**src/design/ogbd_pkg.sv**
```systemverilog
// ============================================================================
// ogbd_pkg
// Shared types, widths and constants of the occupancy grid block downsampler.
// ============================================================================
package ogbd_pkg;

    // Defaults of the top-level parameters
    localparam int MAX_MAP_DIM_DEF = 1024;
    localparam int MAX_STEP_DEF    = 16;

    // Field widths
    localparam int CELL_W     = 8;
    localparam int COST_W     = 8;
    localparam int ELEV_W     = 10;
    localparam int COV_W      = 8;
    localparam int POS_W      = 10;
    localparam int DIM_REG_W  = 11;
    localparam int STEP_REG_W = 5;
    localparam int THR_W      = 8;

    // Configuration port
    localparam int APB_DATA_W = 32;
    localparam int APB_ADDR_W = 5;

    // Register reset values
    localparam logic [DIM_REG_W-1:0]  MAP_WIDTH_RST  = DIM_REG_W'(1024);
    localparam logic [DIM_REG_W-1:0]  MAP_HEIGHT_RST = DIM_REG_W'(1024);
    localparam logic [STEP_REG_W-1:0] BLOCK_STEP_RST = STEP_REG_W'(1);
    localparam logic                  ALL_MAPS_RST   = 1'b1;
    localparam logic [THR_W-1:0]      THRESHOLD_RST  = THR_W'(90);

    // Output codes
    localparam int ELEV_SCALE = 4;
    localparam logic [COST_W-1:0] COST_OBSTACLE     = COST_W'(250);
    localparam logic [COST_W-1:0] COST_UNEXPLORED   = COST_W'(125);
    localparam logic [COST_W-1:0] COST_FREE         = COST_W'(0);
    localparam logic [COV_W-1:0]  COVERAGE_EXPLORED = COV_W'(249);
    localparam logic [COV_W-1:0]  COVERAGE_NONE     = COV_W'(0);
    localparam logic [ELEV_W-1:0] ELEV_OBSTACLE     = ELEV_W'(250 * ELEV_SCALE);
    localparam logic [ELEV_W-1:0] ELEV_NONE         = ELEV_W'(0);

    // Register indexes
    typedef enum logic [2:0] {
        REG_MAP_WIDTH  = 3'd0,
        REG_MAP_HEIGHT = 3'd1,
        REG_BLOCK_STEP = 3'd2,
        REG_ALL_MAPS   = 3'd3,
        REG_THRESHOLD  = 3'd4
    } reg_idx_t;

    typedef struct packed {
        logic [DIM_REG_W-1:0]  map_width;
        logic [DIM_REG_W-1:0]  map_height;
        logic [STEP_REG_W-1:0] block_step;
        logic                  all_maps_mode;
        logic [THR_W-1:0]      obstacle_threshold;
    } cfg_t;

    typedef struct packed {
        logic [CELL_W-1:0] cell_value;
    } cell_t;

    typedef struct packed {
        logic [COST_W-1:0] cost_value;
        logic [ELEV_W-1:0] elevation_value;
        logic [COV_W-1:0]  coverage_value;
        logic [POS_W-1:0]  out_col;
        logic [POS_W-1:0]  out_row;
        logic              last_of_map;
    } result_t;

    // Where the current cell sits relative to its block
    typedef struct packed {
        logic in_block;
        logic first;
        logic last;
        logic map_last;
    } pos_flags_t;

    // Per-column block flags
    typedef struct packed {
        logic explored;
        logic obstacle;
    } flag_pair_t;

endpackage

```
**src/design/ogbd_stream_if.sv**
```systemverilog
// ============================================================================
// ogbd_stream_if
// Valid/ready channel carrying one item of a given payload type.
// ============================================================================
interface ogbd_stream_if #(
    parameter type payload_t = logic
);
    logic     valid;
    logic     ready;
    payload_t data;

    modport source (output valid, output data, input ready);
    modport sink   (input valid, input data, output ready);
endinterface

```
**src/design/ogbd_cfg.sv**
```systemverilog
// ============================================================================
// ogbd_cfg
// APB-style register file holding the downsampler configuration.
// ============================================================================
module ogbd_cfg
    import ogbd_pkg::*;
(
    input  logic                  clk,
    input  logic                  rst_n,
    input  logic                  psel,
    input  logic                  penable,
    input  logic                  pwrite,
    input  logic [APB_ADDR_W-1:0] paddr,
    input  logic [APB_DATA_W-1:0] pwdata,
    output logic [APB_DATA_W-1:0] prdata,
    output logic                  pready,
    output cfg_t                  cfg,
    output logic                  step_wr
);

    cfg_t     cfg_reg;
    cfg_t     cfg_next;
    reg_idx_t idx;
    logic     wr;

    assign idx    = reg_idx_t'(paddr[APB_ADDR_W-1:2]);
    assign wr     = psel && penable && pwrite;
    assign pready = 1'b1;
    assign cfg    = cfg_reg;

    // block_step change needs the position counters rebuilt
    assign step_wr = wr && (idx == REG_BLOCK_STEP);

    // Register write decode
    always_comb
    begin
        cfg_next = cfg_reg;
        if (wr)
        begin
            case (idx)
                REG_MAP_WIDTH:  cfg_next.map_width          = pwdata[DIM_REG_W-1:0];
                REG_MAP_HEIGHT: cfg_next.map_height         = pwdata[DIM_REG_W-1:0];
                REG_BLOCK_STEP: cfg_next.block_step         = pwdata[STEP_REG_W-1:0];
                REG_ALL_MAPS:   cfg_next.all_maps_mode      = pwdata[0];
                REG_THRESHOLD:  cfg_next.obstacle_threshold = pwdata[THR_W-1:0];
                default:        cfg_next = cfg_reg;
            endcase
        end
    end

    always_ff @(posedge clk or negedge rst_n)
    begin
        if (!rst_n)
        begin
            cfg_reg.map_width          <= MAP_WIDTH_RST;
            cfg_reg.map_height         <= MAP_HEIGHT_RST;
            cfg_reg.block_step         <= BLOCK_STEP_RST;
            cfg_reg.all_maps_mode      <= ALL_MAPS_RST;
            cfg_reg.obstacle_threshold <= THRESHOLD_RST;
        end
        else
        begin
            cfg_reg <= cfg_next;
        end
    end

    // Read back
    always_comb
    begin
        case (idx)
            REG_MAP_WIDTH:  prdata = APB_DATA_W'(cfg_reg.map_width);
            REG_MAP_HEIGHT: prdata = APB_DATA_W'(cfg_reg.map_height);
            REG_BLOCK_STEP: prdata = APB_DATA_W'(cfg_reg.block_step);
            REG_ALL_MAPS:   prdata = APB_DATA_W'(cfg_reg.all_maps_mode);
            REG_THRESHOLD:  prdata = APB_DATA_W'(cfg_reg.obstacle_threshold);
            default:        prdata = '0;
        endcase
    end

endmodule

```
**src/design/ogbd_pos.sv**
```systemverilog
// ============================================================================
// ogbd_pos
// Raster position tracker: cell counters, position inside the block and
// block coordinates, plus a bit-serial divider that rebuilds the block
// coordinates after the block edge changes.
// ============================================================================
module ogbd_pos
    import ogbd_pkg::*;
#(
    parameter  int MAX_MAP_DIM = MAX_MAP_DIM_DEF,
    parameter  int MAX_STEP    = MAX_STEP_DEF,
    localparam int CNT_W       = $clog2(MAX_MAP_DIM),
    localparam int STEP_W      = $clog2(MAX_STEP + 1)
)(
    input  logic              clk,
    input  logic              rst_n,
    input  logic              advance,
    input  logic              step_wr,
    input  logic [CNT_W:0]    width,
    input  logic [CNT_W:0]    height,
    input  logic [STEP_W-1:0] step,
    output logic              busy,
    output logic [CNT_W-1:0]  block_col,
    output logic [CNT_W-1:0]  block_row,
    output pos_flags_t        flags
);

    localparam int EXT_W  = ((CNT_W > STEP_W) ? CNT_W : STEP_W) + 2;
    localparam int ITER_W = $clog2(CNT_W + 1);

    // Cell counters, offsets inside the block, block coordinates
    logic [CNT_W-1:0]  c_reg, c_next, r_reg, r_next;
    logic [STEP_W-1:0] sc_reg, sc_next, sr_reg, sr_next;
    logic [CNT_W-1:0]  ox_reg, ox_next, oy_reg, oy_next;

    // Divider state
    logic              busy_reg, busy_next;
    logic [ITER_W-1:0] cnt_reg, cnt_next;
    logic [CNT_W-1:0]  qc_reg, qc_next, qr_reg, qr_next;
    logic [STEP_W-1:0] rc_reg, rc_next, rr_reg, rr_next;

    logic [STEP_W:0]   trial_c, trial_r;
    logic              ge_c, ge_r;
    logic [STEP_W-1:0] rem_c, rem_r;

    logic [CNT_W-1:0]  base_c, base_r;
    logic [EXT_W-1:0]  end_c, end_r;
    logic              col_wrap, row_wrap;
    logic [STEP_W-1:0] sc_inc, sr_inc;

    assign busy      = busy_reg;
    assign block_col = ox_reg;
    assign block_row = oy_reg;

    // Block fit and last-block checks from the block's first cell
    assign base_c = c_reg - CNT_W'(sc_reg);
    assign base_r = r_reg - CNT_W'(sr_reg);
    assign end_c  = EXT_W'(base_c) + EXT_W'(step);
    assign end_r  = EXT_W'(base_r) + EXT_W'(step);
    assign sc_inc = sc_reg + 1'b1;
    assign sr_inc = sr_reg + 1'b1;

    always_comb
    begin
        flags.in_block = (end_c <= EXT_W'(width)) && (end_r <= EXT_W'(height));
        flags.first    = (sc_reg == '0) && (sr_reg == '0);
        flags.last     = (sc_inc == step) && (sr_inc == step);
        flags.map_last = (end_c + EXT_W'(step) > EXT_W'(width))
                      && (end_r + EXT_W'(step) > EXT_W'(height));
    end

    assign col_wrap = ((CNT_W + 1)'(c_reg) + 1'b1) >= width;
    assign row_wrap = ((CNT_W + 1)'(r_reg) + 1'b1) >= height;

    // One restoring-division step per lane
    assign trial_c = {rc_reg, qc_reg[CNT_W-1]};
    assign trial_r = {rr_reg, qr_reg[CNT_W-1]};
    assign ge_c    = trial_c >= {1'b0, step};
    assign ge_r    = trial_r >= {1'b0, step};
    assign rem_c   = ge_c ? STEP_W'(trial_c - {1'b0, step}) : STEP_W'(trial_c);
    assign rem_r   = ge_r ? STEP_W'(trial_r - {1'b0, step}) : STEP_W'(trial_r);

    // Next state
    always_comb
    begin
        c_next    = c_reg;
        r_next    = r_reg;
        sc_next   = sc_reg;
        sr_next   = sr_reg;
        ox_next   = ox_reg;
        oy_next   = oy_reg;
        busy_next = busy_reg;
        cnt_next  = cnt_reg;
        qc_next   = qc_reg;
        qr_next   = qr_reg;
        rc_next   = rc_reg;
        rr_next   = rr_reg;
        if (step_wr)
        begin
            // start rebuilding offsets and block coordinates
            busy_next = 1'b1;
            cnt_next  = ITER_W'(CNT_W);
            qc_next   = c_reg;
            qr_next   = r_reg;
            rc_next   = '0;
            rr_next   = '0;
        end
        else if (busy_reg)
        begin
            qc_next  = {qc_reg[CNT_W-2:0], ge_c};
            qr_next  = {qr_reg[CNT_W-2:0], ge_r};
            rc_next  = rem_c;
            rr_next  = rem_r;
            cnt_next = cnt_reg - 1'b1;
            if (cnt_reg == ITER_W'(1))
            begin
                busy_next = 1'b0;
                ox_next   = {qc_reg[CNT_W-2:0], ge_c};
                oy_next   = {qr_reg[CNT_W-2:0], ge_r};
                sc_next   = rem_c;
                sr_next   = rem_r;
            end
        end
        else if (advance)
        begin
            if (col_wrap)
            begin
                c_next  = '0;
                sc_next = '0;
                ox_next = '0;
                if (row_wrap)
                begin
                    r_next  = '0;
                    sr_next = '0;
                    oy_next = '0;
                end
                else
                begin
                    r_next = r_reg + 1'b1;
                    if (sr_inc == step)
                    begin
                        sr_next = '0;
                        oy_next = oy_reg + 1'b1;
                    end
                    else
                    begin
                        sr_next = sr_inc;
                    end
                end
            end
            else
            begin
                c_next = c_reg + 1'b1;
                if (sc_inc == step)
                begin
                    sc_next = '0;
                    ox_next = ox_reg + 1'b1;
                end
                else
                begin
                    sc_next = sc_inc;
                end
            end
        end
    end

    always_ff @(posedge clk or negedge rst_n)
    begin
        if (!rst_n)
        begin
            c_reg    <= '0;
            r_reg    <= '0;
            sc_reg   <= '0;
            sr_reg   <= '0;
            ox_reg   <= '0;
            oy_reg   <= '0;
            busy_reg <= 1'b0;
            cnt_reg  <= '0;
        end
        else
        begin
            c_reg    <= c_next;
            r_reg    <= r_next;
            sc_reg   <= sc_next;
            sr_reg   <= sr_next;
            ox_reg   <= ox_next;
            oy_reg   <= oy_next;
            busy_reg <= busy_next;
            cnt_reg  <= cnt_next;
        end
    end

    // Divider datapath
    always_ff @(posedge clk)
    begin
        qc_reg <= qc_next;
        qr_reg <= qr_next;
        rc_reg <= rc_next;
        rr_reg <= rr_next;
    end

endmodule

```
**src/design/ogbd_flags.sv**
```systemverilog
// ============================================================================
// ogbd_flags
// Per-column obstacle/explored flag memory with read-modify-write and
// forwarding of the write that lands in the same cycle as the next read.
// ============================================================================
module ogbd_flags
    import ogbd_pkg::*;
#(
    parameter  int MAX_MAP_DIM = MAX_MAP_DIM_DEF,
    localparam int CNT_W       = $clog2(MAX_MAP_DIM)
)(
    input  logic             clk,
    input  logic             rst_n,
    input  logic             load,
    input  logic [CNT_W-1:0] rd_addr,
    input  logic             first,
    input  flag_pair_t       cell_flags,
    input  logic             wr_en,
    input  logic [CNT_W-1:0] wr_addr,
    output flag_pair_t       merged
);

    flag_pair_t flag_mem [MAX_MAP_DIM];

    flag_pair_t rd_data_reg;
    logic       first_reg;
    flag_pair_t new_reg;
    logic       fwd_reg;
    flag_pair_t fwd_data_reg;
    flag_pair_t stored;

    // Stored value: memory, or the write that raced the read
    assign stored = fwd_reg ? fwd_data_reg : rd_data_reg;
    assign merged = first_reg ? new_reg : flag_pair_t'(stored | new_reg);

    // Read port and stage payload
    always_ff @(posedge clk)
    begin
        if (load)
        begin
            rd_data_reg  <= flag_mem[rd_addr];
            first_reg    <= first;
            new_reg      <= cell_flags;
            fwd_data_reg <= merged;
        end
    end

    // Forward select
    always_ff @(posedge clk or negedge rst_n)
    begin
        if (!rst_n)
        begin
            fwd_reg <= 1'b0;
        end
        else if (load)
        begin
            fwd_reg <= wr_en && (wr_addr == rd_addr);
        end
    end

    // Write port
    always_ff @(posedge clk)
    begin
        if (wr_en)
        begin
            flag_mem[wr_addr] <= merged;
        end
    end

endmodule

```
**src/design/occupancy_grid_block_downsampler.sv**
```systemverilog
// ============================================================================
// occupancy_grid_block_downsampler
// Block max pooling of an occupancy grid into cost, elevation and coverage.
// ============================================================================
// Usage:
//   cells   - input channel, one occupancy cell per item, raster order with
//             x fastest. Map size and block edge come from the APB registers.
//   results - one item per whole block, sent when the block's bottom-right
//             cell has been taken; cells of partial blocks give nothing.
// Throughput: one cell per cycle unless a result stalls behind a full output
//   register or block_step is being rebuilt. Each whole-block cell does one
//   read-modify-write of the per-column flag memory; a back-to-back access
//   to the same column is served by forwarding. A block's last cell is
//   registered in stage 1 and its result loaded into the output register.
// Stall: a result waits in the output register; cells keep flowing until a
//   second result is ready behind it, then cells stall.
// Writing block_step rebuilds the block coordinates with a bit-serial
//   divider: cells are held off in the write's access cycle and while the
//   divider runs.
// Reset: counters at the map origin, registers at their reset values, no
//   result pending. The flag memory is not cleared; the first cell of each
//   whole block overwrites its column entry.
// ============================================================================
module occupancy_grid_block_downsampler
    import ogbd_pkg::*;
#(
    parameter  int MAX_MAP_DIM = MAX_MAP_DIM_DEF,
    parameter  int MAX_STEP    = MAX_STEP_DEF,
    localparam int CNT_W       = $clog2(MAX_MAP_DIM),
    localparam int STEP_W      = $clog2(MAX_STEP + 1)
)(
    input  logic                  clk,
    input  logic                  rst_n,
    ogbd_stream_if.sink           cells,
    ogbd_stream_if.source         results,
    input  logic                  psel,
    input  logic                  penable,
    input  logic                  pwrite,
    input  logic [APB_ADDR_W-1:0] paddr,
    input  logic [APB_DATA_W-1:0] pwdata,
    output logic [APB_DATA_W-1:0] prdata,
    output logic                  pready
);

    cfg_t              cfg;
    logic              step_wr;
    logic [CNT_W:0]    width_eff, height_eff;
    logic [STEP_W-1:0] step_eff;

    logic              pos_busy;
    logic [CNT_W-1:0]  block_col, block_row;
    pos_flags_t        pos_flags;
    cell_t             cell_in;
    flag_pair_t        cell_flags;
    flag_pair_t        merged;

    logic              accept;
    logic              s1_valid_reg, s1_valid_next;
    pos_flags_t        s1_flags_reg;
    logic [CNT_W-1:0]  s1_col_reg, s1_row_reg;
    logic              s1_result, s1_fire, s1_wr;

    logic              out_valid_reg, out_valid_next;
    logic              out_free, out_load;
    result_t           out_data_reg;
    result_t           result;

    // Registers
    ogbd_cfg u_cfg (
        .clk     (clk),
        .rst_n   (rst_n),
        .psel    (psel),
        .penable (penable),
        .pwrite  (pwrite),
        .paddr   (paddr),
        .pwdata  (pwdata),
        .prdata  (prdata),
        .pready  (pready),
        .cfg     (cfg),
        .step_wr (step_wr)
    );

    // Out-of-range register values clamp to the legal range
    always_comb
    begin
        if (cfg.map_width == '0)
            width_eff = (CNT_W + 1)'(1);
        else if (int'(cfg.map_width) > MAX_MAP_DIM)
            width_eff = (CNT_W + 1)'(MAX_MAP_DIM);
        else
            width_eff = (CNT_W + 1)'(cfg.map_width);

        if (cfg.map_height == '0)
            height_eff = (CNT_W + 1)'(1);
        else if (int'(cfg.map_height) > MAX_MAP_DIM)
            height_eff = (CNT_W + 1)'(MAX_MAP_DIM);
        else
            height_eff = (CNT_W + 1)'(cfg.map_height);

        if (cfg.block_step == '0)
            step_eff = STEP_W'(1);
        else if (int'(cfg.block_step) > MAX_STEP)
            step_eff = STEP_W'(MAX_STEP);
        else
            step_eff = STEP_W'(cfg.block_step);
    end

    // Position tracking
    ogbd_pos #(
        .MAX_MAP_DIM (MAX_MAP_DIM),
        .MAX_STEP    (MAX_STEP)
    ) u_pos (
        .clk       (clk),
        .rst_n     (rst_n),
        .advance   (accept),
        .step_wr   (step_wr),
        .width     (width_eff),
        .height    (height_eff),
        .step      (step_eff),
        .busy      (pos_busy),
        .block_col (block_col),
        .block_row (block_row),
        .flags     (pos_flags)
    );

    // Input handshake and cell classification
    assign cell_in             = cells.data;
    assign cell_flags.obstacle = cell_in.cell_value > cfg.obstacle_threshold;
    assign cell_flags.explored = cell_in.cell_value != '0;

    assign out_free    = !out_valid_reg || results.ready;
    assign s1_result   = s1_valid_reg && s1_flags_reg.in_block && s1_flags_reg.last;
    assign s1_fire     = s1_valid_reg && (!s1_result || out_free);
    assign s1_wr       = s1_fire && s1_flags_reg.in_block;
    assign cells.ready = !pos_busy && !step_wr && (!s1_valid_reg || s1_fire);
    assign accept      = cells.valid && cells.ready;

    // Flag memory
    ogbd_flags #(
        .MAX_MAP_DIM (MAX_MAP_DIM)
    ) u_flags (
        .clk        (clk),
        .rst_n      (rst_n),
        .load       (accept),
        .rd_addr    (block_col),
        .first      (pos_flags.first),
        .cell_flags (cell_flags),
        .wr_en      (s1_wr),
        .wr_addr    (s1_col_reg),
        .merged     (merged)
    );

    // Stage 1 control
    always_comb
    begin
        s1_valid_next = s1_valid_reg;
        if (accept)
            s1_valid_next = 1'b1;
        else if (s1_fire)
            s1_valid_next = 1'b0;
    end

    always_ff @(posedge clk or negedge rst_n)
    begin
        if (!rst_n)
            s1_valid_reg <= 1'b0;
        else
            s1_valid_reg <= s1_valid_next;
    end

    always_ff @(posedge clk)
    begin
        if (accept)
        begin
            s1_flags_reg <= pos_flags;
            s1_col_reg   <= block_col;
            s1_row_reg   <= block_row;
        end
    end

    // Result encoding
    always_comb
    begin
        result.out_col     = POS_W'(s1_col_reg);
        result.out_row     = POS_W'(s1_row_reg);
        result.last_of_map = s1_flags_reg.map_last;
        if (cfg.all_maps_mode)
        begin
            result.cost_value      = merged.obstacle ? COST_OBSTACLE : COST_FREE;
            result.elevation_value = merged.obstacle ? ELEV_OBSTACLE : ELEV_NONE;
            result.coverage_value  = merged.explored ? COVERAGE_EXPLORED : COVERAGE_NONE;
        end
        else
        begin
            if (merged.obstacle)
                result.cost_value = COST_OBSTACLE;
            else if (merged.explored)
                result.cost_value = COST_FREE;
            else
                result.cost_value = COST_UNEXPLORED;
            result.elevation_value = ELEV_NONE;
            result.coverage_value  = COVERAGE_NONE;
        end
    end

    // Output register
    assign out_load = s1_result && out_free;

    always_comb
    begin
        out_valid_next = out_valid_reg;
        if (out_load)
            out_valid_next = 1'b1;
        else if (results.ready)
            out_valid_next = 1'b0;
    end

    always_ff @(posedge clk or negedge rst_n)
    begin
        if (!rst_n)
            out_valid_reg <= 1'b0;
        else
            out_valid_reg <= out_valid_next;
    end

    always_ff @(posedge clk)
    begin
        if (out_load)
            out_data_reg <= result;
    end

    assign results.valid = out_valid_reg;
    assign results.data  = out_data_reg;

    // Checks
    a_step_write_holds_input: assert property (
        @(posedge clk) disable iff (!rst_n)
        step_wr |=> !cells.ready
    ) else $error("item accepted while block coordinates are being rebuilt");

    a_block_end_reaches_output: assert property (
        @(posedge clk) disable iff (!rst_n)
        (s1_result && out_free) |=> results.valid
    ) else $error("finished block did not reach the output register");

    a_no_accept_behind_full_output: assert property (
        @(posedge clk) disable iff (!rst_n)
        (s1_result && !out_free) |-> !accept
    ) else $error("item accepted behind a stalled result");

endmodule
```
**src/flat_wrapper.sv**
```systemverilog
// flat-port wrapper written by rule: the top's interface ports become plain ports
module occupancy_grid_block_downsampler_flat import ogbd_pkg::*;
#(
    parameter  int MAX_MAP_DIM = MAX_MAP_DIM_DEF,
    parameter  int MAX_STEP    = MAX_STEP_DEF,
    localparam int CNT_W       = $clog2(MAX_MAP_DIM),
    localparam int STEP_W      = $clog2(MAX_STEP + 1)
)
  (clk, rst_n, psel, penable, pwrite, paddr, pwdata, prdata, pready, cells_valid, cells_data, cells_ready, results_valid, results_data, results_ready);
  ogbd_stream_if cells_i ();
  ogbd_stream_if results_i ();
  input  logic clk;
  input  logic rst_n;
  input  logic psel;
  input  logic penable;
  input  logic pwrite;
  input  logic [APB_ADDR_W-1:0] paddr;
  input  logic [APB_DATA_W-1:0] pwdata;
  output logic [APB_DATA_W-1:0] prdata;
  output logic pready;
  input wire logic [$bits(cells_i.valid)-1:0] cells_valid;
  input wire logic [$bits(cells_i.data)-1:0] cells_data;
  output wire logic [$bits(cells_i.ready)-1:0] cells_ready;
  output wire logic [$bits(results_i.valid)-1:0] results_valid;
  output wire logic [$bits(results_i.data)-1:0] results_data;
  input wire logic [$bits(results_i.ready)-1:0] results_ready;
  assign cells_i.valid = cells_valid;
  assign cells_i.data = cells_data;
  assign cells_ready = cells_i.ready;
  assign results_valid = results_i.valid;
  assign results_data = results_i.data;
  assign results_i.ready = results_ready;
  occupancy_grid_block_downsampler #(.MAX_MAP_DIM(MAX_MAP_DIM), .MAX_STEP(MAX_STEP)) u_core (.clk(clk), .rst_n(rst_n), .cells(cells_i), .results(results_i), .psel(psel), .penable(penable), .pwrite(pwrite), .paddr(paddr), .pwdata(pwdata), .prdata(prdata), .pready(pready));
endmodule
```
**config.mk**
```make
export PLATFORM = sky130hd
export DESIGN_NAME = occupancy_grid_block_downsampler_flat
export DESIGN_NICKNAME = d
export VERILOG_FILES = /design/src/design/ogbd_pkg.sv /design/src/design/ogbd_stream_if.sv /design/src/design/ogbd_cfg.sv /design/src/design/ogbd_pos.sv /design/src/design/ogbd_flags.sv /design/src/design/occupancy_grid_block_downsampler.sv /design/src/flat_wrapper.sv
export SDC_FILE = /design/constraint.sdc
export NUM_CORES = 1
export LEC_CHECK = 0
export ABC_AREA = 1
export BUFFER_PORTS_ARGS = -buffer_cell sky130_fd_sc_hd__buf_2
export CAP_MARGIN = 10
export CORE_MARGIN = 10
export CORE_UTILIZATION = 25
export DETAILED_ROUTE_END_ITERATION = 10
export SLEW_MARGIN = 20
export SYNTH_ARGS = -nofsm -noshare
export SYNTH_HDL_FRONTEND = slang
export SYNTH_SLANG_ARGS = --single-unit
```
**constraint.sdc**
```tcl
create_clock -name clk -period 7.15 [get_ports clk]
set_clock_uncertainty 0.15 [all_clocks]
set_input_delay 0.3575 -clock clk [delete_from_list [all_inputs] [get_ports clk]]
set_output_delay 0.3575 -clock clk [all_outputs]
set_load 0.005 [all_outputs]
```
==> flow_summary.yaml <==
synth:
  ys_warn_count: 0
  synth-simple-area-share: 0.2889
  synth_most_common_cell: "nand2_1"
  ys.flop_type: "dfrtp_1"
  synth.top_cells.by_count: "357 x nand2_1, 169 x inv_1, 110 x ha_1"
  synth_cell_types: 58
  synthCells: 1314
  synth_compound_area_frac: 0.1225
  muxShareOfSynthArea: 0
  yosysTopAreaCellShare: 0.1691
  synth_edf_count: 24
  synth_fa_ha_area_frac: 0.1597
  ys_ff_latch: 107
  synth_area_um2: 9622
  synthXorXnorAreaFrac: 0.04369
  synth_top_family_by_area: "simple AND/OR/NAND/NOR gates"
  synthTopCellsByArea: "dfrtp_1 17%, ha_1 14%, nand2_1 14%, edfxtp_1 7.5%, inv_1 6.6%"
  syn_area_per_cell_um2: 7.322
  synthArstFlopShare: 0.6822
  post-synth-top-area-cell: "dfrtp_1"
  yosysSeqAreaShare: 0.2866
critical_path:
  crit_path_start: "u_core.u_cfg.cfg[13]$_DFFE_PN0P_"
  max_stage_delay_ps: 690
  critPathSlowestCell: "dfrtp_1"
  path_class: "register to register"
  arrival_ps: 5380
  start_kind: "register"
  cp.required_ps: 7150
  cp_common_cell: "nand2_1"
  reg2reg_from: "u_core.u_cfg.cfg[13]$_DFFE_PN0P_"
  endpoint_kind: "register"
  cp_max_fo: 10
clocking:
  cts_buffers: 9
  clk_pin_slew_ps: 80
  cts_buffer_depth: 2
  cts_root_buf: "clkbuf_16"
  cts_tree: "built"
  cts_sinks: 107
  cts_resized: 0
  h-tree-depth: 3
  worstSkewPairLatency_ps: 360
sta:
  fin_crit_sh: 0.7529
  setup-tns-final_ps: 0
  setup_viol: 0
  worst_pin_slew_ps: 730.5
  fin_crit_ps: 5383
  slew_viol_final: 0
  hold_viol: 0
  maxSlewHeadroom: 0.5130
  rsz0062_at_grt: "no"
  max_freq_mhz: 185.8
floorplanning:
  ioPinCount: 81
  die_y_um: 216.2
  die-area_um2: 46730
  core_area_um2: 37840
  dieWidth_um: 216.2
  rows: 71
  initial_core_util: 0.2542
run_status:
  status: "finished clean"
detailed_routing:
  drt.antenna.violating_nets: 0
  avgViaCountPerCell: 4.575
  drt_first_pass_iters: 5
  post_drt_wl_per_cell_um: 13.65
  drt_iter0_markers: 555
  drt-total-wl_um: 25390
  num_vias: 8510
  drc: 0
grt:
  grt_pass1_vias: 8349
  grt_pass1_wl_um: 42190
  grt-ovfl-total: 0
  grt.total_usage: 0.1087
  antenna_found_initial: 0
  grt_max_degree: 54
placement:
  portBuffers: 34
  dp_hpwl_um: 20330
  gp_congestion: 0.8631
job:
  cap_violations: 0
layout:
  largest_reg_flops: 36
  regArea_um2: 2758
  area_delta_synth_final_pct: 10.18
  fin_nets: 1507
  final_layout_size_suffix_gt1_frac: 0.09340
  multi_input_area_um2: 5998
  fillers: 4150
  antenna_cells: 0
hold_path:
  min_path_type: "input pin to register"
  holdCritStartpoint: "pwdata[2]"
[cells by family (layout without fill, tap and decap cells)]
family / count (synthesis) / count (layout)
buf+inv: 226 / 241
xor+xnor: 48 / 48
other cells: 2 / 22
simple gates: 602 / 602
compound gates: 211 / 211
fa+ha+maj: 118 / 118
flops: 107 / 107
[cells in the final DEF (no fill, tap or decap), types with 5 or more instances in the layout]
master,instances
a21oi_1,57
buf_2,33
clkbuf_16,10
clkinv_1,5
conb_1,22
dfrtp_1,65
dfstp_2,8
dfxtp_1,10
edfxtp_1,24
fa_1,8
ha_1,110
inv_1,169
inv_2,11
nand2_1,357
nand2_2,18
nand2_4,5
nand3_1,80
nand4_1,36
nor2_1,56
nor2_4,7
nor3_1,8
nor4_1,9
o211ai_1,7
o21ai_0,108
o21ai_1,5
o22ai_1,10
xnor2_1,9
xor2_1,39
[per-stage QoR]
step | worst slack, ps | util | cell area (µm²) | instances | hold slack (ps)
finish | 1767 | 0.2801 | 10600 | 1860 | 123.4
global route | 1278 | 0.2801 | 10600 | 1860 | 112.8
CTS | 1766 | 0.2801 | 10600 | 1860 | 105.3
detailed placement | 1819 | 0.2721 | 10300 | 1843 | 131.9
global placement | 1772 | 0.2721 | 10300 | 1843 | 128.2
floorplan | 2604 | - | 9697 | 1334 | -88.09
[worst max-delay path, delay by kind of cell (launching register included)]
kind            cells  cell delay, ps
simple gates       13            1670
fa+ha+maj           3            1160
flops               1             690
buf+inv             5             630
compound gates      4             450
xor+xnor            2             400
[cell type report]
class,count,share of cell area
timing repair buffer,38,0.01936
clock inverter,6,0.004131
multi-input combinational,1001,0.5658
clock buffer,10,0.02360
tap,511,0.06031
inverter,187,0.06668
sequential,107,0.2601
[routing by layer]
metal	share of wire	vias up	track usage
met5	0	-	0
met4	0.011	0	0.02517
met3	0.041	15	0.01657
met2	0.45	137	0.1781
met1	0.50	3992	0.1471
li1	-	4366	-
[what timing repair did]
item / CTS / global route
endpoints found under the hold margin: 20 / 0
hold buffers: 1 / 0
endpoints found under the setup margin: 0 / 0
buffers inserted: 0 / 0
[final timing paths]
path,to,slack [ps],cells past startpoint
worst max-delay path,u_core.result[0]$_DFFE_PP_,1770,27
worst min-delay path,u_core.u_cfg.cfg[11]$_DFFE_PN0P_,120,3
worst min register to register,u_core.u_pos.rr_reg[4]$_SDFFE_PP0P_,310,2
worst max register to register,u_core.result[0]$_DFFE_PP_,1770,27
min in group asynchronous,u_core.u_pos.c_reg[8]$_DFFE_PN0P_,300,2
max in group asynchronous,u_core.u_cfg.cfg[21]$_DFFE_PN0P_,5500,3
Power is left out: the tool's default activity adds up to more than one toggle a clock period on the data nets, which glitch-free logic cannot reach.
